### src/rtl/core/cfp_pkg.sv
// Types, codes and the CRC-16/X.25 byte update for the framed packet parser.
// No dependencies; used by cfp_step, the top level, the checker and the testbench.
package cfp_pkg;

    // Parser phases; codes 6 and 7 are unused and decode as idle
    typedef enum logic [2:0] {
        PH_IDLE = 3'd0,
        PH_LEN  = 3'd1,
        PH_TYPE = 3'd2,
        PH_DATA = 3'd3,
        PH_CRCL = 3'd4,
        PH_CRCH = 3'd5
    } phase_t;

    // Event codes reported with each result
    typedef enum logic [2:0] {
        EV_NONE       = 3'd0,
        EV_HEADER     = 3'd1,
        EV_PAYLOAD    = 3'd2,
        EV_ACCEPT     = 3'd3,
        EV_LEN_REJECT = 3'd4,
        EV_CRCL_BAD   = 3'd5,
        EV_CRCH_BAD   = 3'd6
    } event_t;

    // Configuration register indexes
    localparam logic [1:0] REG_MAGIC   = 2'd0;
    localparam logic [1:0] REG_MAX_LEN = 2'd1;

    localparam logic [7:0]  MAGIC_RESET   = 8'h00;
    localparam logic [7:0]  MAX_LEN_RESET = 8'd32;
    localparam logic [15:0] CRC_SEED      = 16'hFFFF;

    typedef struct packed {
        logic [7:0] magic;
        logic [7:0] max_length;
    } cfg_t;

    typedef struct packed {
        phase_t      phase;
        logic [15:0] crc;
        logic [7:0]  byte_count;
        logic [7:0]  held_length;
        logic [7:0]  held_type;
    } parse_state_t;

    typedef struct packed {
        event_t     event_res;
        logic [7:0] data_byte;
        logic [7:0] frame_type;
        logic [7:0] frame_length;
        logic [7:0] payload_index;
    } result_t;

    // One byte of the X.25 accumulate (reflected 0x1021)
    function automatic logic [15:0] crc_x25_step(input logic [15:0] crc, input logic [7:0] b);
        logic [7:0] t;
        t = b ^ crc[7:0];
        t = t ^ {t[3:0], 4'b0000};
        return {8'h00, crc[15:8]} ^ {t, 8'h00} ^ {5'b00000, t, 3'b000} ^ {12'h000, t[7:4]};
    endfunction

endpackage

### src/rtl/core/crc_checked_frame_parser.sv
// Framed serial packet parser with CRC-16 check (reflected 0x1021, seed 0xFFFF, no final XOR): top level.
// Depends on cfp_pkg and cfp_step; holds parser state, config and result/skid registers.
//
//   channel | ports                                   | direction
//   --------+-----------------------------------------+----------
//   input   | s_valid s_ready s_rx_byte               | in
//   result  | m_valid m_ready m_event_res m_data_byte | out
//           | m_frame_type m_frame_length             |
//           | m_payload_index                         |
//   config  | cfg_valid cfg_ready cfg_index cfg_data  | in
//
// One byte per cycle while s_ready is high; each accepted byte gives one registered result.
// The parse step (CRC byte update and phase decode) is combinational logic.
// A one-entry skid register keeps s_ready registered; it holds a result while the output stalls.
// Reset (aresetn low, synchronous) empties both result registers and restores
// the parser to hunting the marker byte; config writes are always accepted.
module crc_checked_frame_parser (
    input  logic       aclk,
    input  logic       aresetn,
    input  logic       s_valid,
    output logic       s_ready,
    input  logic [7:0] s_rx_byte,
    output logic       m_valid,
    input  logic       m_ready,
    output logic [2:0] m_event_res,
    output logic [7:0] m_data_byte,
    output logic [7:0] m_frame_type,
    output logic [7:0] m_frame_length,
    output logic [7:0] m_payload_index,
    input  logic       cfg_valid,
    output logic       cfg_ready,
    input  logic [1:0] cfg_index,
    input  logic [7:0] cfg_data
);

    cfp_pkg::cfg_t         cfg_reg;
    cfp_pkg::parse_state_t state_reg;
    cfp_pkg::parse_state_t state_next;
    cfp_pkg::result_t      step_res;
    cfp_pkg::result_t      out_reg;
    cfp_pkg::result_t      out_next;
    cfp_pkg::result_t      skid_reg;
    cfp_pkg::result_t      skid_next;
    logic                  out_valid_reg;
    logic                  out_valid_next;
    logic                  skid_valid_reg;
    logic                  skid_valid_next;
    logic                  in_xfer;
    logic                  out_free;

    assign cfg_ready = 1'b1;
    assign s_ready   = !skid_valid_reg;
    assign in_xfer   = s_valid && s_ready;
    assign out_free  = !out_valid_reg || m_ready;

    // Configuration registers; writes to unknown indexes are dropped
    always_ff @(posedge aclk) begin
        if (!aresetn) begin
            cfg_reg.magic      <= cfp_pkg::MAGIC_RESET;
            cfg_reg.max_length <= cfp_pkg::MAX_LEN_RESET;
        end else if (cfg_valid && cfg_ready) begin
            if (cfg_index == cfp_pkg::REG_MAGIC) begin
                cfg_reg.magic <= cfg_data;
            end
            if (cfg_index == cfp_pkg::REG_MAX_LEN) begin
                cfg_reg.max_length <= cfg_data;
            end
        end
    end

    cfp_step u_step (
        .cfg     (cfg_reg),
        .st      (state_reg),
        .rx_byte (s_rx_byte),
        .st_next (state_next),
        .res     (step_res)
    );

    // Advance the parser on every input transfer
    always_ff @(posedge aclk) begin
        if (!aresetn) begin
            state_reg.phase       <= cfp_pkg::PH_IDLE;
            state_reg.crc         <= cfp_pkg::CRC_SEED;
            state_reg.byte_count  <= 8'd0;
            state_reg.held_length <= 8'd0;
            state_reg.held_type   <= 8'd0;
        end else if (in_xfer) begin
            state_reg <= state_next;
        end
    end

    // Result register and skid entry: drain the skid first, keep order
    always_comb begin
        out_next        = out_reg;
        out_valid_next  = out_valid_reg;
        skid_next       = skid_reg;
        skid_valid_next = skid_valid_reg;
        if (out_free) begin
            if (skid_valid_reg) begin
                out_next        = skid_reg;
                out_valid_next  = 1'b1;
                skid_next       = step_res;
                skid_valid_next = in_xfer;
            end else begin
                out_next       = step_res;
                out_valid_next = in_xfer;
            end
        end else if (in_xfer) begin
            skid_next       = step_res;
            skid_valid_next = 1'b1;
        end
    end

    always_ff @(posedge aclk) begin
        if (!aresetn) begin
            out_valid_reg  <= 1'b0;
            skid_valid_reg <= 1'b0;
        end else begin
            out_valid_reg  <= out_valid_next;
            skid_valid_reg <= skid_valid_next;
        end
    end

    always_ff @(posedge aclk) begin
        out_reg  <= out_next;
        skid_reg <= skid_next;
    end

    assign m_valid         = out_valid_reg;
    assign m_event_res     = out_reg.event_res;
    assign m_data_byte     = out_reg.data_byte;
    assign m_frame_type    = out_reg.frame_type;
    assign m_frame_length  = out_reg.frame_length;
    assign m_payload_index = out_reg.payload_index;

endmodule

### src/rtl/core/cfp_step.sv
// One parse step: next parser state and the result for one received byte.
// Depends on cfp_pkg (phase and event codes, state/result structs, CRC update).
module cfp_step (
    input  cfp_pkg::cfg_t         cfg,
    input  cfp_pkg::parse_state_t st,
    input  logic [7:0]            rx_byte,
    output cfp_pkg::parse_state_t st_next,
    output cfp_pkg::result_t      res
);

    logic [15:0]     crc_upd;
    logic [7:0]      count_inc;
    logic            len_reject;
    logic            low_match;
    logic            high_match;
    logic            is_magic;
    logic            last_payload;
    cfp_pkg::phase_t phase_next;
    logic [15:0]     crc_next;
    logic [7:0]      count_next;
    logic [7:0]      len_next;
    logic [7:0]      type_next;

    // Shared decode of the incoming byte
    assign crc_upd      = cfp_pkg::crc_x25_step(st.crc, rx_byte);
    assign count_inc    = st.byte_count + 8'd1;
    assign len_reject   = rx_byte > cfg.max_length;
    assign low_match    = rx_byte == st.crc[7:0];
    assign high_match   = rx_byte == st.crc[15:8];
    assign is_magic     = rx_byte == cfg.magic;
    assign last_payload = count_inc >= st.held_length;

    // Next phase
    always_comb begin
        case (st.phase)
            cfp_pkg::PH_LEN: begin
                phase_next = len_reject ? cfp_pkg::PH_IDLE : cfp_pkg::PH_TYPE;
            end
            cfp_pkg::PH_TYPE: begin
                phase_next = (st.held_length == 8'd0) ? cfp_pkg::PH_CRCL : cfp_pkg::PH_DATA;
            end
            cfp_pkg::PH_DATA: begin
                phase_next = last_payload ? cfp_pkg::PH_CRCL : cfp_pkg::PH_DATA;
            end
            cfp_pkg::PH_CRCL: begin
                phase_next = low_match ? cfp_pkg::PH_CRCH : cfp_pkg::PH_IDLE;
            end
            cfp_pkg::PH_CRCH: begin
                phase_next = cfp_pkg::PH_IDLE;
            end
            default: begin
                phase_next = is_magic ? cfp_pkg::PH_LEN : cfp_pkg::PH_IDLE;
            end
        endcase
    end

    // Datapath updates and the reported event
    always_comb begin
        crc_next          = st.crc;
        count_next        = st.byte_count;
        len_next          = st.held_length;
        type_next         = st.held_type;
        res.event_res     = cfp_pkg::EV_NONE;
        res.data_byte     = 8'h00;
        res.payload_index = 8'h00;
        case (st.phase)
            cfp_pkg::PH_LEN: begin
                if (len_reject) begin
                    res.event_res = cfp_pkg::EV_LEN_REJECT;
                end else begin
                    len_next = rx_byte;
                    crc_next = crc_upd;
                end
            end
            cfp_pkg::PH_TYPE: begin
                type_next     = rx_byte;
                crc_next      = crc_upd;
                res.event_res = cfp_pkg::EV_HEADER;
            end
            cfp_pkg::PH_DATA: begin
                crc_next          = crc_upd;
                count_next        = count_inc;
                res.event_res     = cfp_pkg::EV_PAYLOAD;
                res.data_byte     = rx_byte;
                res.payload_index = st.byte_count;
            end
            cfp_pkg::PH_CRCL: begin
                if (!low_match) begin
                    res.event_res = cfp_pkg::EV_CRCL_BAD;
                end
            end
            cfp_pkg::PH_CRCH: begin
                res.event_res = high_match ? cfp_pkg::EV_ACCEPT : cfp_pkg::EV_CRCH_BAD;
            end
            default: begin
                // restart the frame on the marker byte
                if (is_magic) begin
                    count_next = 8'd0;
                    crc_next   = cfp_pkg::CRC_SEED;
                end
            end
        endcase
        res.frame_type   = type_next;
        res.frame_length = (res.event_res == cfp_pkg::EV_LEN_REJECT) ? rx_byte : len_next;
    end

    assign st_next = '{
        phase:       phase_next,
        crc:         crc_next,
        byte_count:  count_next,
        held_length: len_next,
        held_type:   type_next
    };

endmodule

### config.mk
export PLATFORM = sky130hd
export DESIGN_NAME = crc_checked_frame_parser
export DESIGN_NICKNAME = d
export VERILOG_FILES = /design/src/rtl/core/cfp_pkg.sv /design/src/rtl/core/crc_checked_frame_parser.sv /design/src/rtl/core/cfp_step.sv
export SDC_FILE = /design/constraint.sdc
export NUM_CORES = 1
export LEC_CHECK = 0
export ABC_CLOCK_PERIOD_IN_PS = 6800
export CAP_MARGIN = 20
export CORE_UTILIZATION = 50
export CTS_CLUSTER_SIZE = 14
export DETAILED_ROUTE_END_ITERATION = 8
export DONT_BUFFER_PORTS = 1
export GPL_TIMING_DRIVEN = 0
export MAX_ROUTING_LAYER = met4
export SYNTH_ARGS = -nofsm -noshare
export SYNTH_HDL_FRONTEND = slang
export SYNTH_SLANG_ARGS = --single-unit
export TNS_END_PERCENT = 10
### constraint.sdc
create_clock -name aclk -period 6.8 [get_ports aclk]
set_clock_uncertainty 0.1 [all_clocks]
set_input_delay 1.02 -clock aclk [delete_from_list [all_inputs] [get_ports aclk]]
set_output_delay 1.02 -clock aclk [all_outputs]
set_load 0.01 [all_outputs]
==> results.ini <==
[logic_synthesis]
synthArstFlopShare_pct = 0
synth.ff_latch_count = 131
synth_area_mm2 = 0.00651
synthFlopType = edfxtp_1
synth_edf_count = 70
yosysWarnings = 0
yosys-top-cells-area = edfxtp_1 (32%), dfxtp_1 (19%), mux2_2 (7.3%), mux2i_1 (4.8%), xor2_1 (4.7%)
synth_nets = 620
synthCells = 580
synth_cell_types = 56
synth_top_cell_area_share_pct = 32.3
synth_top_area_cell = edfxtp_1
synth_seq_area_share_pct = 51.1
avgSynthCellArea_um2 = 11.2

[cells_and_area]
stdcell_count = 785
final_nets = 640
drive_gt1_share_pct = 16.6
largest_reg_flops = 43
final_util_pct = 58.3
syn_to_final_growth_pct = 13.6
design_area_mm2 = 0.00739
insertedDiodeCount = 0

[worst_setup_path]
worstPathArrival_ns = 3.07
crit_path_end_kind = register
crit_type = in2reg
worstPathRequired_ns = 7.05
critPathMaxFanout = 10
startpoint_type = primary input

[sta]
max-slew-margin-rel_pct = 37.8
finalCritPeriodShare_pct = 41.6
rsz0062_at_grt = false
finalSetupViolCount = 0
slew_viol_final = 0
finalHoldViolCount = 0
tightest_slew_ns = 0.934
min_period_ns = 2.83
fmax_mhz = 354
fin_tns_setup_ns = 0

[pwr]
power.density_mw_per_mm2 = 267
p_leak_nw = 2.95
ir_drop_mv = 0.178

[grt]
antenna_found_initial = 0
first_global_vias = 4250
grt_first_pass_wirelength_mm = 22.7
grt_max_degree = 40
grt_overflow = 0
grt_util_all_layers_pct = 23.7

[clock_tree]
cts_buffers = 17
cts_sinks = 131
root_buffer = clkbuf_16
cts_max_level = 4
clk_pin_slew_ns = 0.06
cts.path.max_buffers = 2
ctsHoldBuffers = 0
clock_latency_ns = 0.42
cts_tree = built
post_cts_resized = 0
post-cts-setup-buffers = 0

[route]
drtIter0Drc = 267
routed_wl_mm = 14.0
via_count = 4309
via_per_inst = 5.49
drc = 0
drtAntennaViolNets = 0
drt_pre_antenna_iters = 4
routedWlPerCell_um = 17.8

[die]
dieArea_mm2 = 0.0135
num_rows = 41
io-pin-count = 61
die_h_um = 116
die_x_um = 116
start_util_pct = 51.3
core-area_mm2 = 0.0127

[placed_design]
dpl.cell_count = 753
place.gp.congestion = 0.932
dpl_cell_area_mm2 = 0.00676
hpwl_mm = 9.63
portBuffers = 0

[run_status]
status = completed

[run]
drv_cap = 0

[min_path]
hold_path.class = reg2reg

## metal layers
metal	part of all wire (%)	wire, um	track usage, %
met4	1.8	252	9.83
met3	3.6	498	5.44
met2	47	6620	35.7
met5	0	0	-
met1	47	6590	30.6
## cells in the final DEF (no fill, tap or decap), types with 4 or more instances in the layout
cell / n
edfxtp_1: 70
dfxtp_1: 61
nor2_1: 43
mux2_2: 42
xor2_1: 35
mux2i_1: 31
nand2_1: 29
o21ai_0: 27
nor2b_1: 24
inv_1: 20
nand3_1: 20
ha_1: 17
clkbuf_16: 17
clkbuf_1: 16
and2_1: 15
a21oi_1: 13
xnor2_1: 10
and2b_1: 10
nor3b_1: 10
buf_2: 8
buf_6: 7
nor4_1: 7
o211ai_1: 5
a22o_1: 5
bufinv_16: 5
nand2b_1: 4
a31oi_1: 4
nor3_1: 4
## power breakdown
group	switching, mW	total (mW)	leakage, nW	internal (mW)
Clock	0.345	0.991	0.306	0.646
Sequential	0.0172	0.878	1.23	0.861
Combinational	0.0653	0.108	1.42	0.0425
Total	0.427	1.98	2.95	1.55
## stage by stage
stage | setup WS (ns) | hold WS (ns) | power (mW)
5_1_grt | 3.83 | 0.382 | 2.05
4_1_cts | 3.97 | 0.362 | 2.00
3_5_place_dp | 3.53 | 0.355 | 1.00
3_3_place_gp | 0.254 | 0.349 | 1.00
6_report | 3.97 | 0.365 | 1.98
2_1_floorplan | 1.65 | 0.336 | 0.973
## kinds of logic after synthesis
| logic type | count (synthesis) | share of synthesized area (%) |
|---|---|---|
| other cells | 1 | 0.0576 |
| flops | 131 | 51.1 |
| xor+xnor | 47 | 6.56 |
| fa+ha+maj | 17 | 3.27 |
| mux | 73 | 12.0 |
| buf+inv | 59 | 4.87 |
| compound gates | 73 | 7.37 |
| simple gates | 179 | 14.8 |
## synth_stat cells (3+ instances only)
cell and count:
a21boi_0 3, a21oi_1 13, a22o_1 5, a31oi_1 4, and2_1 15, and2b_1 10, and3_1 3, buf_2 8
buf_6 7, clkbuf_1 16, dfxtp_1 61, edfxtp_1 70, ha_1 17, inv_1 20, mux2_2 42, mux2i_1 31
nand2_1 29, nand2b_1 5, nand3_1 20, nand4_1 3, nor2_1 43, nor2b_1 24, nor3_1 4, nor3b_1 10
nor4_1 7, o211ai_1 5, o21ai_0 28, xnor2_1 10, xor2_1 35
## area by class of cell
type,instances,area [um^2]
plain buffers,38,238
flip-flops and latches,131,3320
fillers,1126,5280
repair buffers,1,20.0
clock inverters,15,213
multi-input cells,390,2880
clock buffers,17,425
inverters,21,78.8
well taps,172,215
## critical path, stage by stage
cell	delay (ns)
buf_6	0.14
inv_1	0.09
ha_1	0.29
nand4_1	0.11
nand2b_1	0.07
a21oi_1	0.41
o31ai_2	0.14
a21oi_4	0.39
buf_12	0.20
mux2i_1	0.19
## worst paths after layout
| kind | from | to | slack [ns] | cells past startpoint |
|---|---|---|---|---|
| worst max-delay path | s_rx_byte[0] | state_reg[29] | 3.97 | 10 |
| worst min-delay path | state_reg[14] | state_reg[14] | 0.37 | 2 |
| worst max register to register | state_reg[16] | state_reg[41] | 4.22 | 10 |
| worst min register to register | state_reg[14] | state_reg[14] | 0.37 | 2 |
(Power assumes the default switching activity.)
